File: src/tdpl_pkg.sv
// Shared types, constants and codes for the touch duration pattern lock.
// No dependencies; every other file of the block imports this package.
package tdpl_pkg;

  localparam int PAT_LEN    = 9;
  localparam int CNT_W      = $clog2(PAT_LEN + 1);
  localparam int LVL_W      = 16;
  localparam int MS_W       = 16;
  localparam int TS_W       = 32;
  localparam int FIFO_DEPTH = 2;
  localparam int IN_DATA_W  = 64;
  localparam int OUT_DATA_W = 24;
  localparam int CFG_ADDR_W = 3;
  localparam int CFG_DATA_W = 16;

  // register indexes
  localparam logic [CFG_ADDR_W-1:0] REG_ENTRY_BASE    = 3'd0;
  localparam logic [CFG_ADDR_W-1:0] REG_VALIDATE_BASE = 3'd1;
  localparam logic [CFG_ADDR_W-1:0] REG_LONG_PRESS    = 3'd2;
  localparam logic [CFG_ADDR_W-1:0] REG_GAP_LIMIT     = 3'd3;
  localparam logic [CFG_ADDR_W-1:0] REG_VALIDATE_LIM  = 3'd4;
  localparam logic [CFG_ADDR_W-1:0] REG_PATTERN       = 3'd5;

  localparam logic [MS_W-1:0]    LONG_PRESS_RST   = 16'd3000;
  localparam logic [MS_W-1:0]    GAP_LIMIT_RST    = 16'd10000;
  localparam logic [MS_W-1:0]    VALIDATE_LIM_RST = 16'd15000;
  localparam logic [PAT_LEN-1:0] PATTERN_RST      = 9'd455;

  // verdict codes
  localparam logic [2:0] VERD_NONE         = 3'd0;
  localparam logic [2:0] VERD_APPROVED     = 3'd1;
  localparam logic [2:0] VERD_REJECTED     = 3'd2;
  localparam logic [2:0] VERD_GAP_TIMEOUT  = 3'd3;
  localparam logic [2:0] VERD_VAL_TIMEOUT  = 3'd4;
  localparam logic [2:0] VERD_WRONG_PAD    = 3'd5;

  typedef struct packed {
    logic            entry_touch;
    logic            validate_touch;
    logic [TS_W-1:0] now_ms;
  } sample_t;

  typedef struct packed {
    logic [PAT_LEN-1:0] mismatch_mask;
    logic [2:0]         verdict;
    logic [CNT_W-1:0]   touches_held;
    logic               touch_was_long;
    logic               touch_recorded;
  } result_t;

  typedef struct packed {
    logic [MS_W-1:0]    long_press_ms;
    logic [MS_W-1:0]    gap_limit_ms;
    logic [MS_W-1:0]    validate_limit_ms;
    logic [PAT_LEN-1:0] expected_pattern;
  } back_cfg_t;

endpackage

File: src/tdpl_front.sv
// Front end: turns a raw pad beat into touch flags plus timestamp.
// Depends on tdpl_pkg.
module tdpl_front import tdpl_pkg::*; (
  input  logic [LVL_W-1:0] entry_level,
  input  logic [LVL_W-1:0] validate_level,
  input  logic [TS_W-1:0]  now_ms,
  input  logic [LVL_W-1:0] entry_baseline,
  input  logic [LVL_W-1:0] validate_baseline,
  output sample_t          sample
);

  always_comb begin
    sample.entry_touch    = {entry_level, 1'b0} < {1'b0, entry_baseline};
    sample.validate_touch = {validate_level, 1'b0} < {1'b0, validate_baseline};
    sample.now_ms         = now_ms;
  end

endmodule

File: src/tdpl_fifo.sv
// Short queue of classified samples between front and back end.
// Depends on tdpl_pkg.
module tdpl_fifo import tdpl_pkg::*; (
  input  logic    clk,
  input  logic    rst_n,
  input  logic    push,
  input  sample_t push_data,
  output logic    full,
  input  logic    pop,
  output logic    not_empty,
  output sample_t pop_data
);

  localparam int AW = (FIFO_DEPTH > 1) ? $clog2(FIFO_DEPTH) : 1;
  localparam int CW = $clog2(FIFO_DEPTH + 1);

  sample_t       mem_r [FIFO_DEPTH];
  logic [AW-1:0] wr_ptr_r, wr_ptr_nxt;
  logic [AW-1:0] rd_ptr_r, rd_ptr_nxt;
  logic [CW-1:0] count_r, count_nxt;

  assign full      = (count_r == CW'(FIFO_DEPTH));
  assign not_empty = (count_r != '0);
  assign pop_data  = mem_r[rd_ptr_r];

  always_comb begin
    wr_ptr_nxt = wr_ptr_r;
    rd_ptr_nxt = rd_ptr_r;
    if (push) begin
      wr_ptr_nxt = (wr_ptr_r == AW'(FIFO_DEPTH - 1)) ? '0 : wr_ptr_r + 1'b1;
    end
    if (pop) begin
      rd_ptr_nxt = (rd_ptr_r == AW'(FIFO_DEPTH - 1)) ? '0 : rd_ptr_r + 1'b1;
    end
    count_nxt = count_r + CW'(push) - CW'(pop);
  end

  always_ff @(posedge clk) begin
    if (!rst_n) begin
      wr_ptr_r <= '0;
      rd_ptr_r <= '0;
      count_r  <= '0;
    end else begin
      wr_ptr_r <= wr_ptr_nxt;
      rd_ptr_r <= rd_ptr_nxt;
      count_r  <= count_nxt;
    end
  end

  always_ff @(posedge clk) begin
    if (push) begin
      mem_r[wr_ptr_r] <= push_data;
    end
  end

endmodule

File: src/tdpl_back.sv
// Back end: press timing, class store, verdicts and the output register.
// Depends on tdpl_pkg; fed by tdpl_fifo.
module tdpl_back import tdpl_pkg::*; (
  input  logic      clk,
  input  logic      rst_n,
  input  back_cfg_t cfg,
  input  logic      q_valid,
  input  sample_t   q_data,
  output logic      q_pop,
  output logic      res_valid,
  output result_t   res,
  input  logic      res_ready
);

  logic               pressed_r, pressed_nxt;
  logic [TS_W-1:0]    press_start_r, press_start_nxt;
  logic [TS_W-1:0]    last_touch_r, last_touch_nxt;
  logic [CNT_W-1:0]   held_r, held_nxt;
  logic               await_r, await_nxt;
  logic [PAT_LEN-1:0] classes_r, classes_nxt;
  logic               out_valid_r;
  result_t            out_r, out_nxt;

  logic [TS_W-1:0]    duration;
  logic [TS_W-1:0]    elapsed;
  logic               is_long;

  assign q_pop     = q_valid && (!out_valid_r || res_ready);
  assign res_valid = out_valid_r;
  assign res       = out_r;

  always_comb begin
    pressed_nxt     = pressed_r;
    press_start_nxt = press_start_r;
    last_touch_nxt  = last_touch_r;
    held_nxt        = held_r;
    await_nxt       = await_r;
    classes_nxt     = classes_r;
    out_nxt         = '0;

    duration = q_data.now_ms - press_start_r;
    is_long  = duration >= {{(TS_W-MS_W){1'b0}}, cfg.long_press_ms};

    if (q_data.entry_touch) begin
      if (!pressed_r) begin
        pressed_nxt     = 1'b1;
        press_start_nxt = q_data.now_ms;
      end
    end else if (pressed_r) begin
      pressed_nxt = 1'b0;
      if (!await_r && held_r < CNT_W'(PAT_LEN)) begin
        for (int i = 0; i < PAT_LEN; i++) begin
          if (held_r == CNT_W'(i)) begin
            classes_nxt[i] = is_long;
          end
        end
        held_nxt               = held_r + 1'b1;
        last_touch_nxt         = q_data.now_ms;
        out_nxt.touch_recorded = 1'b1;
        out_nxt.touch_was_long = is_long;
        if (held_nxt == CNT_W'(PAT_LEN)) begin
          await_nxt = 1'b1;
        end
      end
    end

    elapsed = q_data.now_ms - last_touch_nxt;

    if (await_nxt) begin
      if (q_data.entry_touch) begin
        out_nxt.verdict = VERD_WRONG_PAD;
      end else if (q_data.validate_touch) begin
        out_nxt.mismatch_mask = classes_nxt ^ cfg.expected_pattern;
        out_nxt.verdict = (out_nxt.mismatch_mask != '0) ? VERD_REJECTED : VERD_APPROVED;
        held_nxt       = '0;
        await_nxt      = 1'b0;
        last_touch_nxt = '0;
      end else if (elapsed > {{(TS_W-MS_W){1'b0}}, cfg.validate_limit_ms}) begin
        out_nxt.verdict = VERD_VAL_TIMEOUT;
        held_nxt       = '0;
        await_nxt      = 1'b0;
        last_touch_nxt = '0;
      end
    end else if (held_nxt != '0 &&
                 elapsed > {{(TS_W-MS_W){1'b0}}, cfg.gap_limit_ms}) begin
      out_nxt.verdict = VERD_GAP_TIMEOUT;
      held_nxt       = '0;
      last_touch_nxt = '0;
    end

    out_nxt.touches_held = held_nxt;
  end

  always_ff @(posedge clk) begin
    if (!rst_n) begin
      pressed_r     <= 1'b0;
      press_start_r <= '0;
      last_touch_r  <= '0;
      held_r        <= '0;
      await_r       <= 1'b0;
      out_valid_r   <= 1'b0;
    end else begin
      if (q_pop) begin
        pressed_r     <= pressed_nxt;
        press_start_r <= press_start_nxt;
        last_touch_r  <= last_touch_nxt;
        held_r        <= held_nxt;
        await_r       <= await_nxt;
        out_valid_r   <= 1'b1;
      end else if (res_ready) begin
        out_valid_r <= 1'b0;
      end
    end
  end

  always_ff @(posedge clk) begin
    if (q_pop) begin
      classes_r <= classes_nxt;
      out_r     <= out_nxt;
    end
  end

  a_held_range: assert property (@(posedge clk) disable iff (!rst_n)
    held_r <= CNT_W'(PAT_LEN))
    else $error("held count beyond pattern length");

  a_await_full: assert property (@(posedge clk) disable iff (!rst_n)
    await_r |-> held_r == CNT_W'(PAT_LEN))
    else $error("awaiting validation without a full pattern");

  a_mask_only_on_check: assert property (@(posedge clk) disable iff (!rst_n)
    (out_valid_r && out_r.verdict != VERD_APPROVED && out_r.verdict != VERD_REJECTED)
      |-> out_r.mismatch_mask == '0)
    else $error("mismatch mask set without a pattern check");

  a_restart_clears: assert property (@(posedge clk) disable iff (!rst_n)
    (out_valid_r && (out_r.verdict == VERD_APPROVED || out_r.verdict == VERD_REJECTED ||
                     out_r.verdict == VERD_GAP_TIMEOUT || out_r.verdict == VERD_VAL_TIMEOUT))
      |-> out_r.touches_held == '0)
    else $error("restart verdict with touches still held");

endmodule

File: src/touch_duration_pattern_lock_unit.sv
// Top level of the touch duration pattern lock: config registers and stream ports.
// Depends on tdpl_pkg, tdpl_front, tdpl_fifo and tdpl_back.
//
// Takes one pad sample beat per clock while input ready is high and returns
// exactly one result beat per sample, in order. Each beat is held in the
// queue and then in the output register: the front end classifies both pads
// and pushes into a two-entry queue, and while the output is not stalled the
// back end retires one queued sample per cycle into the output register, and
// the throughput is one sample per cycle; input ready drops only when the
// queue is full because the output is stalled. Write configuration only while
// no sample is in flight.
module touch_duration_pattern_lock_unit import tdpl_pkg::*; (
  input  logic                  clk,
  input  logic                  rst_n,
  input  logic                  in_tvalid,
  output logic                  in_tready,
  // [15:0] entry_level, [31:16] validate_level, [63:32] now_ms
  input  logic [IN_DATA_W-1:0]  in_tdata,
  output logic                  out_tvalid,
  input  logic                  out_tready,
  // [0] touch_recorded, [1] touch_was_long, [5:2] touches_held,
  // [8:6] verdict, [17:9] mismatch_mask, [23:18] zero
  output logic [OUT_DATA_W-1:0] out_tdata,
  input  logic                  cfg_we,
  input  logic [CFG_ADDR_W-1:0] cfg_addr,
  input  logic [CFG_DATA_W-1:0] cfg_wdata
);

  logic [LVL_W-1:0]   entry_base_r;
  logic [LVL_W-1:0]   validate_base_r;
  logic [MS_W-1:0]    long_press_r;
  logic [MS_W-1:0]    gap_limit_r;
  logic [MS_W-1:0]    validate_lim_r;
  logic [PAT_LEN-1:0] pattern_r;

  back_cfg_t back_cfg;
  sample_t   sample;
  sample_t   q_data;
  logic      q_full;
  logic      q_valid;
  logic      q_pop;
  result_t   res;

  always_ff @(posedge clk) begin
    if (!rst_n) begin
      entry_base_r    <= '0;
      validate_base_r <= '0;
      long_press_r    <= LONG_PRESS_RST;
      gap_limit_r     <= GAP_LIMIT_RST;
      validate_lim_r  <= VALIDATE_LIM_RST;
      pattern_r       <= PATTERN_RST;
    end else if (cfg_we) begin
      case (cfg_addr)
        REG_ENTRY_BASE:    entry_base_r    <= cfg_wdata[LVL_W-1:0];
        REG_VALIDATE_BASE: validate_base_r <= cfg_wdata[LVL_W-1:0];
        REG_LONG_PRESS:    long_press_r    <= cfg_wdata[MS_W-1:0];
        REG_GAP_LIMIT:     gap_limit_r     <= cfg_wdata[MS_W-1:0];
        REG_VALIDATE_LIM:  validate_lim_r  <= cfg_wdata[MS_W-1:0];
        REG_PATTERN:       pattern_r       <= cfg_wdata[PAT_LEN-1:0];
        default: ;
      endcase
    end
  end

  always_comb begin
    back_cfg.long_press_ms     = long_press_r;
    back_cfg.gap_limit_ms      = gap_limit_r;
    back_cfg.validate_limit_ms = validate_lim_r;
    back_cfg.expected_pattern  = pattern_r;
  end

  assign in_tready = !q_full;

  tdpl_front u_front (
    .entry_level       (in_tdata[15:0]),
    .validate_level    (in_tdata[31:16]),
    .now_ms            (in_tdata[63:32]),
    .entry_baseline    (entry_base_r),
    .validate_baseline (validate_base_r),
    .sample            (sample)
  );

  tdpl_fifo u_fifo (
    .clk       (clk),
    .rst_n     (rst_n),
    .push      (in_tvalid && !q_full),
    .push_data (sample),
    .full      (q_full),
    .pop       (q_pop),
    .not_empty (q_valid),
    .pop_data  (q_data)
  );

  tdpl_back u_back (
    .clk       (clk),
    .rst_n     (rst_n),
    .cfg       (back_cfg),
    .q_valid   (q_valid),
    .q_data    (q_data),
    .q_pop     (q_pop),
    .res_valid (out_tvalid),
    .res       (res),
    .res_ready (out_tready)
  );

  assign out_tdata = {{(OUT_DATA_W - $bits(result_t)){1'b0}}, res};

endmodule

File: config.mk
export PLATFORM = sky130hd
export DESIGN_NAME = touch_duration_pattern_lock_unit
export DESIGN_NICKNAME = d
export VERILOG_FILES = /design/src/tdpl_pkg.sv /design/src/tdpl_front.sv /design/src/tdpl_fifo.sv /design/src/tdpl_back.sv /design/src/touch_duration_pattern_lock_unit.sv
export SDC_FILE = /design/constraint.sdc
export NUM_CORES = 1
export LEC_CHECK = 0
export BUFFER_PORTS_ARGS = -buffer_cell sky130_fd_sc_hd__buf_4
export CORE_MARGIN = 5
export CORE_UTILIZATION = 56
export DETAILED_ROUTE_END_ITERATION = 7
export PLACE_DENSITY = 0.82
export SYNTH_ARGS = -nofsm -noshare
export SYNTH_HDL_FRONTEND = slang
export SYNTH_SLANG_ARGS = --single-unit
File: constraint.sdc
create_clock -name clk -period 5.4 [get_ports clk]
set_input_delay 0 -clock clk [delete_from_list [all_inputs] [get_ports clk]]
set_output_delay 0 -clock clk [all_outputs]
set_load 0.01 [all_outputs]
Word-level counts from Yosys, hierarchy flattened
Memories as Yosys holds them, arrays and structs flattened. A register that Yosys moved wholly into a read port is not among the register bits.
Cells that the tools add are included.
- divide/modulo/power cells: 0
- bitwise operators: 5
- multipliers: 0
- $lt $le $gt $ge: 6
- $add $sub $neg: 7
- eq/ne operators: 15
- reductions and logical operators: 24
- shift-type cells: 0
- multiplexer cells: 52
- operator list (operator ; number):
    32-bit two-way mux ; 8
    32-bit by 16-bit > comparator with 1-bit output ; 2
    32-bit subtractor ; 2
    17-bit by 16-bit less-than comparator with 1-bit output ; 2
    32-bit by 16-bit >= comparator with 1-bit output ; 1
    4-bit two-way mux ; 8
    1-bit two-way mux ; 27
    9-bit two-way mux ; 3
    4-bit by 3-bit == test with 1-bit output (second input constant) ; 4
    3-bit two-way mux ; 4
    2-bit AND reduction ; 6
    9-bit nonzero test ; 1
    9-bit XOR ; 1
    4-bit by 2-bit == test with 1-bit output (second input constant) ; 2
    4-bit == test (second input constant) ; 2
    3-bit by 2-bit == test with 1-bit output (second input constant) ; 2
    3-bit == test (second input constant) ; 2
    3-bit OR reduction ; 2
    4-bit by 1-bit adder with 4-bit output (second input constant) ; 1
    4-bit by 1-bit == test with 1-bit output (second input constant) ; 1
    1-bit logical AND ; 4
    4-bit zero test ; 1
    4-bit less-than comparator (second input constant) ; 1
    2-bit two-way mux ; 2
    13 further kinds ; 20
- output and inout bits: 26
- memory bits (read-only): 0
- register bits: 191
- memories kept: 1
- latch bits: 0
- bits of input ports: 88
- logic and storage cells: 131
- RAM bits: 68
- memory list (name ; depth ; bits a word ; read ports ; clocked after Yosys merged registers in ; write ports ; line ; source):
    u_fifo.mem_r ; 2 ; 34 ; 1 ; 1 ; 1 ; tdpl_fifo.sv:17 ; sample_t mem_r [FIFO_DEPTH];

Logic depth before layout (Yosys ltp)
- depth in word-level cells: 12
- mapped depth: 35
- mapped depth without buffers: 30

By module
Synthesis repeated with hierarchy kept, for this count alone.
- cells, all modules: 1946
- area total of the unflattened synthesis: 17339.1 µm²
- by module, submodules not included (module ; cells each ; sequential area each (µm²) ; area an instance (µm²) ; instances):
    tdpl_back ; 1344 ; 2232.1 ; 10002.1 ; 1
    touch_duration_pattern_lock_unit ; 339 ; 1781.7 ; 3489.6 ; 1
    tdpl_fifo ; 127 ; 2142.1 ; 2836.5 ; 1
    tdpl_front ; 136 ; 0.0 ; 1011.0 ; 1

Least setup slack after synthesis
OpenSTA, ideal clock, no wires.
- path kind: reg-to-reg
- start point: register u_back.held_r[0]
- end point: register u_back.last_touch_r[0]
- path slack: -0.556 ns
- required time: 5.328 ns
- path buffers: 5
- cell stages (with the launch flop): 35
- arrival: 5.884 ns
- period minus slack after synthesis: 5.956 ns
- setup time: 0.072 ns
- path through: dfxtp_1 > inv_1 > ha_1 > nor2b_1 > o2111ai_1 > buf_2 > inv_1 > clkbuf_1 > clkbuf_1 > o21ai_0 > ha_1 > nand3b_1 > nand2_1 > nand2b_1 > nand3_1 > a21o_1 > a21o_1 > a21oi_1 > o21ai_0 > xor2_1 > ha_1 > and3_1 > a221o_1 > a21o_1 > a21o_1 > a21o_1 > a21oi_1 > o21ai_0 > o31a_1 > o21ai_2 > and2_1 > buf_4 > buf_6 > nand3_1 > a21oi_1
- cells in the longest elaborated chain, start to end: 11
- elaborated cells between the ends (all ways): 24
- classes of those cells: 2 x add/sub; 3 x order compare; 1 x eq/ne; 15 x mux; 3 x reduce/logical
- RTL lines (item ; line ; source):
    start: declaration ; tdpl_back.sv:18 ; logic [CNT_W-1:0] held_r, held_nxt;
    start signal: assignment ; tdpl_back.sv:107 ; held_r <= held_nxt;
    4-bit less-than comparator ; tdpl_back.sv:51 ; if (!await_r && held_r < CNT_W'(PAT_LEN)) begin
    1-bit logical AND ; tdpl_back.sv:51 ;
    32-bit two-way mux ; tdpl_back.sv:51 ;
    32-bit two-way mux ; tdpl_back.sv:49 ; end else if (pressed_r) begin
    32-bit two-way mux ; tdpl_back.sv:44 ; if (q_data.entry_touch) begin
    32-bit subtractor ; tdpl_back.sv:67 ; elapsed = q_data.now_ms - last_touch_nxt;
    32-bit by 16-bit > comparator with 1-bit output ; tdpl_back.sv:78 ; end else if (elapsed > {{(TS_W-MS_W){1'b0}}, cfg.validate_limit_ms}) begin
    32-bit two-way mux ; tdpl_back.sv:78 ;
    32-bit two-way mux ; tdpl_back.sv:72 ; end else if (q_data.validate_touch) begin
    32-bit two-way mux ; tdpl_back.sv:70 ; if (q_data.entry_touch) begin
    32-bit two-way mux * ; tdpl_back.sv:69 ; if (await_nxt) begin
    end signal: assignment ; tdpl_back.sv:106 ; last_touch_r <= last_touch_nxt;
    end: declaration ; tdpl_back.sv:17 ; logic [TS_W-1:0] last_touch_r, last_touch_nxt;
Mark *: on every way between the ends. The rest lies on a longest branch, timed or not.
A chain may end at the register's enable or synchronous reset.

==> metrics.cfg <==
[yosys]
synthArstFlopShare = 0
postSynthAreaPerCell_um2 = 8.60
ys_warn_count = 0
synth_ff_type = dfxtp_1
syn-instance-count = 1899
synth_top_cell_by_area = dfxtp_1
synth_top_area_frac = 0.202
ys_seq_area_frac = 0.377
synth_edf_count = 95
syn_area_mm2 = 0.0163
ys_ff_latch = 260
ys_types = 87
synthTopCellsByArea = dfxtp_1 (20%), edfxtp_1 (17%), ha_1 (11%), nand2_1 (7.1%), a21oi_1 (5.5%)

[floorplanning]
core-area_mm2 = 0.0288
start_util = 0.568
io_pins = 114
fp.dieH_um = 181
fp-row-count = 62
die_w_um = 181
die-area_mm2 = 0.0327

[clock_tree]
cts_tree = yes
clockBufferDepth = 3
clkTransAtPathRegs_ns = 0.06
cts_max_level = 1
clock_latency_ns = 0.57
cts.sinks = 260
cts.root.buffer_cell = clkbuf_16
cts_buffers = 29

[worst_setup_path]
worstPathMaxFanout = 15
crit_path_end_kind = flip-flop
cp.arrival_ns = 5.94
worst_setup_path_start_kind = flip-flop
cp_slowest_cell = dfxtp_4
cp.required_ns = 5.88
path_common_cell = a21o_1
cp_slowest_stage_delay_ns = 0.43
path_class = flip-flop to flip-flop

[timing]
rsz0062_at_grt = yes
worst_slack_ns = -0.0599
fin_crit_sh = 1.01
setup_viol = 4
clock-skew-final_ns = 0.0205
period_minus_slack_ns = 5.46
setup_tns_ns = -0.111
max_freq_ghz = 0.183
slew_viol_final = 0
maxSlewHeadroom = 0.189
hold_viol = 0
worstMarginPinSlew_ns = 1.21

[layout]
final_cell_mix = nand2_1 (302), buf_4 (287), dfxtp_1 (162), a21oi_1 (156), inv_1 (151)
antennaDiodeCount = 0
final_common_cell = nand2_1
fill_cells = 2096
fin_util = 0.727
syn_to_final_growth_pct = 28.0
drive_gt1_frac = 0.220
fin_nets = 2431

[route]
via_per_inst = 5.91
met1Wirelength_um = 21700
wl_met2_um = 23900
drt_iter0_drc = 1367
detail-route-antenna-nets = 0
dr_wl_met3_um = 3750
routed-via-count = 15355
top_layer = met4
dr.pass1.iters = 6
drc = 0
wl_um = 50800
wl_per_cell_um = 19.6

[status]
status = complete, but fails checks
violations = setup timing

[place]
dp_hpwl_um = 35300
place_ws_ns = -0.488
portBuffers = 107
place_congestion = 0.988

[power_and_ir_drop]
power_frac_comb = 0.665
p_sw_uw = 5970
switching_share = 0.441
clkPwrFrac = 0.148
cellLeakagePower_uw = 0.00826
total_power_uw = 13500
peakVddDrop_v = 0.000668
power_density_mw_per_mm2 = 647
p_int_uw = 7570
seqPwrFrac = 0.187

[global_routing]
grt_pass1_wl_um = 76400
grt_pass1_vias = 14766
grt_max_degree = 77
grt_use_total = 0.284
grt-ovfl-total = 0
antenna_found_initial = 0

[run]
cap_violations = 0

[min_path]
hp-class = input pin to flip-flop

[synthesized netlist by cell type, types with 22 or more instances]
library cell and number:
nand3_1 34, a21o_1 32, nor2_1 106, xnor2_1 38
a21oi_1 179, ha_1 149, o21ai_0 88, nand3b_1 32
dfxtp_1 165, o211ai_1 36, nand2_1 307, edfxtp_1 95
a211oi_1 39, inv_1 159, mux2i_1 40, clkbuf_1 59
nand4_1 24, a21boi_1 22
[flip-flops by register name, summed over array words and instances, names as in the netlist, 16 cells and up, named ones only]
signal and count:
u_fifo.mem_r 68, entry_base_r 16, u_back.last_touch_r 32, validate_base_r 16, validate_lim_r 16, u_back.press_start_r 32, long_press_r 16, u_back.res 18
gap_limit_r 16
[final timing paths]
path / to / depth (start not counted) / slack, ns / from
worst min-delay path: pattern_r[5] / 4 / 0.02 / cfg_addr[2]
worst min register to register: u_back.last_touch_r[12] / 2 / 0.45 / u_back.last_touch_r[12]
worst max-delay path: u_back.last_touch_r[7] / 31 / -0.06 / flip-flop
worst max register to register: u_back.last_touch_r[7] / 31 / -0.06 / flip-flop
[power groups by stage]
stage | Clock [µW] | Sequential [µW] | Combinational (µW)
2_1_floorplan | 0 | 2550 | 5060
3_3_place_gp | 0 | 2540 | 7790
3_5_place_dp | 0 | 2550 | 7930
4_1_cts | 2020 | 2510 | 8130
5_1_grt | 2110 | 2570 | 9740
6_report | 2000 | 2540 | 9000
[area by class of cell]
| type | instances | area, µm² | share of cell area |
|---|---|---|---|
| Tap cell | 384 | 480 | 0.0230 |
| Inverter | 159 | 608 | 0.0291 |
| Multi-Input combinational cell | 1388 | 9770 | 0.467 |
| Timing Repair Buffer | 354 | 2920 | 0.140 |
| Sequential cell | 260 | 6170 | 0.295 |
| Clock inverter | 12 | 109 | 0.00520 |
| Clock buffer | 41 | 866 | 0.0414 |
[through the flow]
stage,std cells,hold WS (ns),instance area [µm²]
2_1_floorplan,1904,0.0989,16400
3_3_place_gp,2472,0.185,18600
3_5_place_dp,2472,0.187,18600
4_1_cts,2585,0.00911,20200
5_1_grt,2598,0.0496,20900
6_report,2598,0.0226,20900
[repair_timing]
action | CTS | global route
hold endpoints to repair | 159 | 0
hold buffers | 58 | 0
pin swaps | 8 | 28
cloned | 0 | 3
setup endpoints to repair | 47 | 52
buffers inserted | 2 | 10
resized for setup | 22 | 114
[logic make-up after synthesis]
logic type / share of synthesized area
AO/OA/AOI/OAI: 0.206
XOR/XNOR: 0.0289
adder cells (fa/ha/maj): 0.117
buffers and inverters: 0.0641
flip-flops: 0.377
multiplexers: 0.0344
other: 0.000230
AND/OR/NAND/NOR: 0.173
[routing by layer]
layer,track usage,vias to the layer above
met5,0,-
met2,0.471,630
li1,-,7296
met3,0.0408,126
met4,0.0780,0
met1,0.389,7303
[worst max-delay path, delay by kind of cell, from the launching register on]
family / cells / cell delay (ns)
simple gates: 7 / 0.83
fa+ha+maj: 2 / 0.47
xor+xnor: 1 / 0.17
mux: 1 / 0.28
compound gates: 16 / 2.56
buf+inv: 4 / 0.62
flops: 1 / 0.43
Power figures use the tool's default switching activity.
